## src/design/twdbs_pkg.sv

```systemverilog
// Package for the two-wire display bus slave: opcodes, constants, result type.
// No dependencies; used by twdbs_core and two_wire_display_bus_slave.
package twdbs_pkg;

	// Pin-change event kind
	typedef enum logic {
		OP_DATA  = 1'b0,
		OP_CLOCK = 1'b1
	} opcode_t;

	localparam int unsigned CNT_W       = 16;  // bit counter width
	localparam int unsigned POS_W       = 4;   // position in the button frame
	localparam int unsigned SHOWN_BYTES = 5;   // payload bytes visible at the port
	localparam int unsigned PAYLOAD_W   = 8 * SHOWN_BYTES;

	localparam logic [POS_W-1:0] FRAME_LAST   = 4'd9;      // stop-bit slot
	localparam logic [7:0]       BRIGHT_MASK  = 8'hC0;
	localparam logic [7:0]       BRIGHT_MATCH = 8'h80;     // 10xxxxxx
	localparam logic [CNT_W-1:0] CMD_LAST_BIT = 16'd7;
	localparam logic [CNT_W-1:0] CNT_MAX      = 16'hFFFF;
	localparam logic [7:0]       BRIGHT_RESET = 8'd7;

	typedef struct packed {
		logic                 td_level;
		logic                 packet_done;
		logic                 transfer_active;
		logic [7:0]           command_byte;
		logic [7:0]           brightness_code;
		logic [PAYLOAD_W-1:0] payload_bytes;
	} result_t;

endpackage

```

## src/design/twdbs_core.sv

```systemverilog
// Bus state and per-event update for the two-wire display bus slave.
// Depends on twdbs_pkg; instantiated by two_wire_display_bus_slave.
module twdbs_core #(
	parameter int unsigned PAYLOAD_BYTES = 5
) (
	input  logic                         clk,
	input  logic                         arst_n,
	input  logic                         fire,
	input  logic                         opcode,
	input  logic                         clk_level,
	input  logic                         ld_level,
	input  logic [7:0]                   button_code,
	input  logic [7:0]                   payload_command,
	output twdbs_pkg::result_t           res
);

	localparam int unsigned IDX_W = twdbs_pkg::CNT_W - 3;

	logic [twdbs_pkg::CNT_W-1:0] cnt_q, cnt_d;
	logic [twdbs_pkg::POS_W-1:0] pos_q, pos_d;
	logic [7:0]                  cmd_q, cmd_d;
	logic [7:0]                  bright_q, bright_d;
	logic                        act_q, act_d;
	logic                        td_q, td_d;
	logic                        done;
	logic [7:0]                  store_q [PAYLOAD_BYTES];
	logic [7:0]                  store_d [PAYLOAD_BYTES];

	logic [2:0]       bitpos;
	logic [IDX_W-1:0] byte_idx;
	logic [9:0]       frame;

	assign bitpos   = cnt_q[2:0];
	assign byte_idx = cnt_q[twdbs_pkg::CNT_W-1:3];
	// start 0, button LSB first, stop 1
	assign frame    = {1'b1, button_code, 1'b0};

	always_comb begin
		cnt_d    = cnt_q;
		pos_d    = pos_q;
		cmd_d    = cmd_q;
		bright_d = bright_q;
		act_d    = act_q;
		td_d     = td_q;
		done     = 1'b0;
		store_d  = store_q;
		if (opcode == twdbs_pkg::OP_DATA) begin
			if (clk_level) begin
				// frame boundary: start or stop condition
				cnt_d = '0;
				pos_d = '0;
				cmd_d = '0;
				done  = ld_level;
				act_d = ~ld_level;
			end
		end else if (clk_level) begin
			if (byte_idx == '0) begin
				cmd_d = cmd_q | (8'(ld_level) << bitpos);
			end
			for (int i = 0; i < PAYLOAD_BYTES; i++) begin
				if (byte_idx == IDX_W'(i + 1) && cmd_q == payload_command) begin
					store_d[i][bitpos] = ld_level;
				end
			end
			if (cnt_q == twdbs_pkg::CMD_LAST_BIT &&
			    (cmd_d & twdbs_pkg::BRIGHT_MASK) == twdbs_pkg::BRIGHT_MATCH) begin
				bright_d = cmd_d;
			end
			cnt_d = cnt_q + 1'b1;
			// frame position tracks cnt mod 10, including the 2^16 wrap
			if (cnt_q == twdbs_pkg::CNT_MAX || pos_q == twdbs_pkg::FRAME_LAST) begin
				pos_d = '0;
			end else begin
				pos_d = pos_q + 1'b1;
			end
		end else begin
			td_d = frame[pos_q];
		end
	end

	always_ff @(posedge clk or negedge arst_n) begin
		if (!arst_n) begin
			cnt_q    <= '0;
			pos_q    <= '0;
			cmd_q    <= '0;
			bright_q <= twdbs_pkg::BRIGHT_RESET;
			act_q    <= 1'b0;
			td_q     <= 1'b1;
			for (int i = 0; i < PAYLOAD_BYTES; i++) begin
				store_q[i] <= '0;
			end
		end else if (fire) begin
			cnt_q    <= cnt_d;
			pos_q    <= pos_d;
			cmd_q    <= cmd_d;
			bright_q <= bright_d;
			act_q    <= act_d;
			td_q     <= td_d;
			store_q  <= store_d;
		end
	end

	// Result reflects the state after this event
	logic [twdbs_pkg::PAYLOAD_W-1:0] packed_pl;

	for (genvar g = 0; g < twdbs_pkg::SHOWN_BYTES; g++) begin : g_pack
		if (g < PAYLOAD_BYTES) begin : g_byte
			assign packed_pl[8*g +: 8] = store_d[g];
		end else begin : g_zero
			assign packed_pl[8*g +: 8] = 8'd0;
		end
	end

	always_comb begin
		res.td_level        = td_d;
		res.packet_done     = done;
		res.transfer_active = act_d;
		res.command_byte    = cmd_d;
		res.brightness_code = bright_d;
		res.payload_bytes   = packed_pl;
	end

endmodule

```

## src/design/two_wire_display_bus_slave.sv

```systemverilog
// Top level of the two-wire display bus slave: config register and output skid.
// Depends on twdbs_pkg and twdbs_core.
//
// Usage: each input transfer is one pin-change event (opcode, clk_level, ld_level,
// button_code). Every event yields exactly one result transfer carrying the transmit
// level, packet-done and active flags, command byte, brightness byte and the stored
// payload bytes as they stand after the event.
// Each result is registered before it is presented; a stall can hold it in the skid entry.
// Throughput: one event per cycle while in_stall is low. The state update is a single
// registered pass in twdbs_core, so back-to-back events never wait on each other.
// Stalls: the output has a result register plus one skid entry. A stalled output
// parks the next result in the skid entry; in_stall rises only while that entry is
// full and drops as soon as the receiver takes the held result.
// Reset: arst_n clears counters, command, payload store and flags, sets brightness
// to 7 and the transmit line idle high, and empties the output stage.
// Config: cfg_we writes payload_command; write it only while no event is in flight.
module two_wire_display_bus_slave #(
	parameter int unsigned PAYLOAD_BYTES = 5
) (
	input  logic        clk,
	input  logic        arst_n,
	input  logic        in_valid,
	output logic        in_stall,
	input  logic        opcode,
	input  logic        clk_level,
	input  logic        ld_level,
	input  logic [7:0]  button_code,
	input  logic        cfg_we,
	input  logic [7:0]  cfg_wdata,
	output logic        out_valid,
	input  logic        out_stall,
	output logic        td_level,
	output logic        packet_done,
	output logic        transfer_active,
	output logic [7:0]  command_byte,
	output logic [7:0]  brightness_code,
	output logic [39:0] payload_bytes
);

	logic [7:0]         pcmd_q;
	logic               in_fire;
	logic               out_take;
	logic               out_vld_q;
	logic               skid_vld_q;
	twdbs_pkg::result_t new_res;
	twdbs_pkg::result_t res_q;
	twdbs_pkg::result_t skid_q;

	// payload_command register
	always_ff @(posedge clk or negedge arst_n) begin
		if (!arst_n) begin
			pcmd_q <= '0;
		end else if (cfg_we) begin
			pcmd_q <= cfg_wdata;
		end
	end

	// Only a full skid entry holds off the sender
	assign in_stall = skid_vld_q;
	assign in_fire  = in_valid && !skid_vld_q;
	assign out_take = out_vld_q && !out_stall;

	twdbs_core #(
		.PAYLOAD_BYTES(PAYLOAD_BYTES)
	) u_core (
		.clk            (clk),
		.arst_n         (arst_n),
		.fire           (in_fire),
		.opcode         (opcode),
		.clk_level      (clk_level),
		.ld_level       (ld_level),
		.button_code    (button_code),
		.payload_command(pcmd_q),
		.res            (new_res)
	);

	// Output stage control: result register and one skid entry
	always_ff @(posedge clk or negedge arst_n) begin
		if (!arst_n) begin
			out_vld_q  <= 1'b0;
			skid_vld_q <= 1'b0;
		end else if (skid_vld_q) begin
			// skid drains into the result register once the receiver takes
			if (out_take) begin
				skid_vld_q <= 1'b0;
			end
		end else if (in_fire) begin
			if (out_vld_q && out_stall) begin
				skid_vld_q <= 1'b1;
			end else begin
				out_vld_q <= 1'b1;
			end
		end else if (out_take) begin
			out_vld_q <= 1'b0;
		end
	end

	// Output stage data, same steering as above
	always_ff @(posedge clk) begin
		if (skid_vld_q) begin
			if (out_take) begin
				res_q <= skid_q;
			end
		end else if (in_fire) begin
			if (out_vld_q && out_stall) begin
				skid_q <= new_res;
			end else begin
				res_q <= new_res;
			end
		end
	end

	assign out_valid       = out_vld_q;
	assign td_level        = res_q.td_level;
	assign packet_done     = res_q.packet_done;
	assign transfer_active = res_q.transfer_active;
	assign command_byte    = res_q.command_byte;
	assign brightness_code = res_q.brightness_code;
	assign payload_bytes   = res_q.payload_bytes;

	// The skid entry is only ever occupied behind a held result
	a_skid_behind_out: assert property (@(posedge clk) disable iff (!arst_n)
		skid_vld_q |-> out_vld_q)
		else $error("skid entry valid with empty result register");

	// The skid entry fills only when the result register was stalled
	a_skid_fill_on_stall: assert property (@(posedge clk) disable iff (!arst_n)
		!skid_vld_q && in_fire |=> skid_vld_q == $past(out_vld_q && out_stall))
		else $error("skid entry filled without an output stall");

	// A draining skid entry lands in the result register unchanged
	a_skid_drain: assert property (@(posedge clk) disable iff (!arst_n)
		skid_vld_q && !out_stall |=> out_vld_q && !skid_vld_q && res_q == $past(skid_q))
		else $error("skid entry lost or corrupted on drain");

endmodule

```

## config.mk

```make
export PLATFORM = sky130hd
export DESIGN_NAME = two_wire_display_bus_slave
export DESIGN_NICKNAME = d
export VERILOG_FILES = /design/src/design/twdbs_pkg.sv /design/src/design/twdbs_core.sv /design/src/design/two_wire_display_bus_slave.sv
export SDC_FILE = /design/constraint.sdc
export NUM_CORES = 1
export LEC_CHECK = 0
export BUFFER_PORTS_ARGS = -buffer_cell sky130_fd_sc_hd__buf_2
export CAP_MARGIN = 20
export CORE_MARGIN = 3
export CORE_UTILIZATION = 35
export CTS_BUF_LIST = sky130_fd_sc_hd__clkbuf_4
export DETAILED_ROUTE_END_ITERATION = 8
export PLACE_DENSITY_LB_ADDON = 0.08
export SYNTH_ARGS = -nofsm -noshare
export SYNTH_HDL_FRONTEND = slang
export SYNTH_HIERARCHICAL = 1
export SYNTH_SLANG_ARGS = --single-unit
```

## constraint.sdc

```tcl
create_clock -name clk -period 4 [get_ports clk]
set_input_delay 0.2 -clock clk [delete_from_list [all_inputs] [get_ports clk]]
set_output_delay 0.2 -clock clk [all_outputs]
set_load 0.1 [all_outputs]
```

==> results of run 1 <==
## final timing paths
| kind | depth (start not counted) | to | startpoint | slack [ps] |
|---|---|---|---|---|
| worst max-delay path | 7 | payload_bytes[29] | u_core/cnt_q[10] | 1110 |
| worst min-delay path | 2 | u_core/act_q | ld_level | 70 |
| worst max register to register | 7 | payload_bytes[29] | u_core/cnt_q[10] | 1110 |
| worst min register to register | 1 | u_core/bright_q[7] | u_core/bright_q[7] | 470 |
| max in group asynchronous | 5 | u_core/td_q | arst_n | 2480 |
| min in group asynchronous | 3 | u_core/bright_q[6] | arst_n | 540 |
## routing by layer
layer | vias to the layer above | global-route usage [%]
met3 | 46 | 3.163
li1 | 3328 | -
met4 | 0 | 5.127
met1 | 3513 | 18.12
met5 | - | 0
met2 | 156 | 24.82
## metrics by stage
step | worst slack, ps | hold WS [ps] | power [W]
2_1_floorplan | 494.7 | -95.59 | 0.006350
3_3_place_gp | 1112 | 431.9 | 0.006850
5_1_grt | 962.7 | 35.13 | 0.009240
4_1_cts | 1085 | 23.33 | 0.008963
6_report | 1107 | 72.28 | 0.008795
3_5_place_dp | 1092 | 443.8 | 0.006892
## state kept, by name, summed over array words and instances, names as in the netlist, 4 cells and up
register	cells
u_core/store_q	40
u_core/bright_q	8
u_core/cnt_q	16
u_core/cmd_q	8
payload_bytes	40
skid_q	59
command_byte	8
u_core/pos_q	4
pcmd_q	8
brightness_code	8
## cell type report
type	count	area, µm²	area share (%)
multi-input cells	525	5149	39.28
repair buffers	121	838.3	6.395
well taps	442	553.0	4.219
flip-flops and latches	206	5754	43.90
inverters	9	33.78	0.2577
clock buffers	94	705.7	5.383
diodes	4	10.01	0.07636
clock inverters	17	65.06	0.4963
## cells in the mapped netlist, types with 8 or more instances
master	count	share of area [%]
buf_6	9	0.87
clkbuf_1	28	0.90
mux2_1	14	1.4
nand2_1	17	0.55
buf_12	14	2.4
o21ai_0	8	0.34
xnor2_1	8	0.60
inv_1	8	0.26
a21oi_1	8	0.34
nand4_2	80	8.6
mux2_2	11	1.1
edfxtp_1	118	30
buf_4	12	0.77
mux2_4	137	18
nor3_1	46	2.0
nor2_1	71	2.3
buf_2	8	0.34
xor2_1	11	0.83
nand4_1	9	0.48
dfrtp_1	84	18
a31oi_1	12	0.65
## where the power goes
part	internal (W)	switching (W)	leakage, nW
sequential	0.00279	0.000248	2.31
clock	0.00106	0.000907	0.461
combinational	0.000799	0.00299	3.48
total	0.00465	0.00414	6.25
## cell families (layout without fill, tap and decap cells)
logic type	after synthesis	in the layout	synth area share (%)
compound gates	45	45	2.516
xor+xnor	19	19	1.430
fa+ha+maj	3	3	0.3226
buf+inv	93	241	6.580
flops	206	206	49.41
mux	166	166	20.55
other cells	0	4	0
simple gates	292	292	19.19
## timing repair
item	CTS	global route
endpoints found under the hold margin	82	25
resized for setup	0	0
hold buffers	21	1
setup endpoints to repair	0	0
==> results.json, run 1 <==
{
  "status": "finished, final reports clean",
  "cts.clk_slew.worst_paths_ps": 60,
  "critical_path_arrival_ps": 3330,
  "io_pins": 85,
  "postCtsSetupBuffers": 0,
  "wl_met3_um": 1224,
  "grt_max_degree": 81,
  "drtIter0Drc": 442,
  "cp.required_ps": 4440,
  "cp_top_family": "simple AND/OR/NAND/NOR gates",
  "synth_warnings": 6,
  "irDropWorstVdd_mv": 0.4830,
  "crit_chain": "or4_4 > nor4_4 > buf_4 > buf_12 > nand4_2 > mux2_4 > mux2_4",
  "final_core_util_pct": 40.19,
  "die_w_um": 188.3,
  "cts.sinks": 206,
  "mostFrequentLayoutCell": "mux2_4",
  "grt_first_pass_wirelength_um": 41320,
  "synth_nets": 851,
  "core_mm2": 0.03262,
  "overflow": 0,
  "dp.cells": 1280,
  "drt_pre_antenna_iters": 5,
  "cap_violations": 0,
  "h-tree-depth": 2,
  "root_buffer": "clkbuf_4",
  "min-delay-path-class": "in2reg",
  "antenna_found_initial": 1,
  "insertion_delay_ps": 710,
  "criticalPathCategory": "reg2reg",
  "globalRouteTotalUtil_pct": 14.49,
  "final_area_mm2": 0.01311,
  "die_area_mm2": 0.03547,
  "dieHeight_um": 188.3,
  "clk_path_buf_depth": 3,
  "synth.distinct_cells": 65,
  "setup_tns_ps": 0,
  "power.leakage_nw": 6.251,
  "hpwl_um": 15360,
  "avgSynthCellArea_um2": 14.12,
  "viasPerCell": 4.967,
  "timing.final.crit_share_pct": 72.34,
  "final_nets": 949,
  "area_growth_pct": 12.64,
  "slowest_stage": "or4_4",
  "synth.cell_area_mm2": 0.01164,
  "async_reset_ff_share_pct": 42.72,
  "cp_num_buf_inv": 2,
  "wl_met1_um": 11040,
  "start_kind": "register",
  "cts_tree": "done",
  "maxSlewViolCount": 0,
  "synth_seq_cells": 206,
  "syn_inst": 824,
  "gp_congestion": 0.7673,
  "finalHoldViolations": 0,
  "power.density_mw_per_mm2": 670.9,
  "slew_headroom_pct": 35.00,
  "vias": 7043,
  "routed_wl_um": 25740,
  "crit_path_max_fanout": 36,
  "grt_pass1_vias": 7474,
  "rsz0062_at_grt": "no",
  "placed_cell_area_mm2": 0.01208,
  "ant_nets": 0,
  "wl_met2_um": 12950,
  "cts_made_buffers": 59,
  "remaining_drc_errors": 0,
  "critPathMaxStageDelay_ps": 630,
  "max_freq_ghz": 0.3456,
  "numPortBuffers": 84,
  "drive_gt1_share_pct": 46.30,
  "synth_enable_flop_cells": 118,
  "setup_violations": 0,
  "ys_seq_area_share_pct": 49.41,
  "rows": 66,
  "ys.flop_type": "edfxtp_1",
  "worstSetupEndpointType": "register",
  "final_cell_mix": "137 x mux2_4, 118 x edfxtp_1, 94 x clkbuf_4",
  "post-route-min-period_ps": 2893,
  "num-fill-cells": 3050,
  "skew_ps": 30.43,
  "crit_top_cell": "mux2_4",
  "start_util_pct": 35.68,
  "wl_per_cell_um": 18.15,
  "worst_pin_slew_ps": 975.0,
  "final_cells": 1418,
  "highest_layer": "met4"
}
Note: power is estimated with default switching activity, not from simulation.
==> run 2: changes to the inputs <==
==> constraint.sdc (replaced) <==
create_clock -name clk -period 3 [get_ports clk]
set_input_delay 0.15 -clock clk [delete_from_list [all_inputs] [get_ports clk]]
set_output_delay 0.15 -clock clk [all_outputs]
set_load 0.1 [all_outputs]
==> run 2 against run 1 <==
- via count rose by 2.1%
- fmax rose by 4.1%
- combinational power rose by 37%
- power rose by 35%
- clock power rose by 37%
- hold slack improved by 18 ps
- non-clock buffer count rose by 23
- flip-flop and latch count did not move
- global-route usage rose by 0.15 points
- critical path type unchanged
- largest power group unchanged
==> results.json, run 2 (synthesis results as in run 1) <==
{
  "cts.sinks": 206,
  "slowest_stage": "or4_4",
  "remaining_drc_errors": 0,
  "worstSetupEndpointType": "register",
  "p_sw_share_pct": 46.43,
  "cts_made_buffers": 60,
  "irDropWorstVdd_mv": 0.5347,
  "critical_path_arrival_ps": 3200,
  "crit_chain": "or4_4 > nor4_4 > buf_12 > buf_12 > nand4_2 > mux2_4 > mux2_4",
  "globalRouteTotalUtil_pct": 14.65,
  "finalHoldViolations": 0,
  "largest_reg_flops": 59,
  "worst_pin_slew_ps": 931.4,
  "maxSlewViolCount": 0,
  "wl_per_cell_um": 17.90,
  "max_freq_ghz": 0.3598,
  "grt_max_degree": 69,
  "drt_pre_antenna_iters": 4,
  "num-fill-cells": 3073,
  "power_frac_seq_pct": 33.6,
  "p_clk_share_pct": 22.7,
  "clk_path_buf_depth": 3,
  "antenna_found_initial": 1,
  "p_int_w": 0.006360,
  "grt_first_pass_wirelength_um": 41730,
  "power.leakage_nw": 6.385,
  "start_util_pct": 35.68,
  "pre_cts_ws_ps": 227.7,
  "criticalPathCategory": "reg2reg",
  "status": "finished, final reports clean",
  "start_kind": "register",
  "area_growth_pct": 14.62,
  "post-route-min-period_ps": 2779,
  "drive_gt1_share_pct": 47.49,
  "final_nets": 973,
  "routed_wl_um": 25800,
  "cts.clk_slew.worst_paths_ps": 60,
  "cap_violations": 0,
  "cp.required_ps": 3420,
  "viasPerCell": 4.990,
  "io_pins": 85,
  "post_cts_resized": 0,
  "switching_power_w": 0.005512,
  "timing.final.crit_share_pct": 92.65,
  "root_buffer": "clkbuf_4",
  "overflow": 0,
  "die_area_mm2": 0.03547,
  "hpwl_um": 16020,
  "rsz0062_at_grt": "no",
  "setup_tns_ps": 0,
  "slew_headroom_pct": 37.91,
  "min-delay-path-class": "in2async",
  "insertion_delay_ps": 700,
  "h-tree-depth": 2,
  "gp_congestion": 0.7682,
  "skew_ps": 38.16,
  "ant_nets": 0,
  "worst_slack_ps": 220.5,
  "vias": 7191,
  "dieHeight_um": 188.3,
  "mostFrequentLayoutCell": "mux2_4",
  "top_register": "skid_q",
  "cts_tree": "done",
  "drtIter0Drc": 413,
  "setup_violations": 0,
  "critPathMaxStageDelay_ps": 630,
  "crit_path_max_fanout": 22,
  "core_mm2": 0.03262,
  "power.density_mw_per_mm2": 890.1,
  "final_cell_mix": "137 x mux2_4, 118 x edfxtp_1, 93 x clkbuf_4",
  "die_w_um": 188.3,
  "grt_pass1_vias": 7578,
  "rows": 66,
  "power_frac_comb_pct": 43.7,
  "numPortBuffers": 84
}
-- run 2: cell count changes in the layout (fill, tap and decap cells not counted) --
cell / delta
buf_12: +4
buf_16: -1
buf_4: +20
bufinv_16: +1
clkbuf_4: -1
clkinv_1: +2
clkinv_2: +1
diode_2: -3
-- run 2: final cells by class --
cell class	instances	area [µm²]	share of cell area [%]
multi-input cells	525	5149	38.60
clock inverters	21	107.6	0.8067
repair buffers	144	1041	7.804
clock buffers	93	698.2	5.234
well taps	442	553.0	4.146
diodes	1	2.502	0.01876
flip-flops and latches	206	5754	43.14
inverters	9	33.78	0.2533
-- run 2: what timing repair did --
| item | CTS | global route |
|---|---|---|
| hold buffers | 22 | 0 |
| setup buffers | 0 | 0 |
| endpoints found under the hold margin | 68 | 0 |
-- run 2: power by group through the flow --
stage | clock, W | sequential, W | combinational [W]
after floorplan | 0 | 0.00650 | 0.00197
after global placement | 0 | 0.00403 | 0.00516
after detailed placement | 0 | 0.00405 | 0.00521
after CTS | 0.00285 | 0.00400 | 0.00526
after global routing | 0.00302 | 0.00405 | 0.00543
final | 0.00270 | 0.00399 | 0.00519
-- run 2: path summary, 6_finish.rpt --
kind,startpoint,end,slack [ps],depth (start not counted)
min,arst_n,out_valid,90,2
min reg2reg,u_core/bright_q[7],u_core/bright_q[7],460,1
max in group asynchronous,arst_n,u_core/bright_q[1],2060,3
max reg2reg,u_core/cnt_q[10],payload_bytes[28],220,7
min in group clk,button_code[5],u_core/td_q,110,5
max,u_core/cnt_q[10],payload_bytes[28],220,7
-- run 2: metal layers --
| metal | vias up | GRT usage (%) | routed length, µm |
|---|---|---|---|
| li1 | 3388 | - | - |
| met1 | 3594 | 18.14 | 11040 |
| met2 | 161 | 25.27 | 13010 |
| met3 | 48 | 3.163 | 1203 |
| met4 | 0 | 5.271 | 550 |
| met5 | - | 0 | 0 |
-- run 2: per-stage QoR --
step	power (W)	util (%)	cell area, µm²	hold slack (ps)	cells
2_1_floorplan	0.008468	-	11660	-145.6	824
3_3_place_gp	0.009197	37.74	12310	280.3	1304
3_5_place_dp	0.009258	37.74	12310	288.9	1304
4_1_cts	0.01210	40.89	13340	9.780	1440
5_1_grt	0.01250	40.89	13340	60.26	1441
6_report	0.01187	40.89	13340	89.94	1441
-- run 2: critical path, delay by kind of cell, from the launching register on --
kind | cells | cell delay [ps]
buffers and inverters | 2 | 450
flip-flops | 1 | 430
multiplexers | 2 | 590
AND/OR/NAND/NOR | 3 | 1020
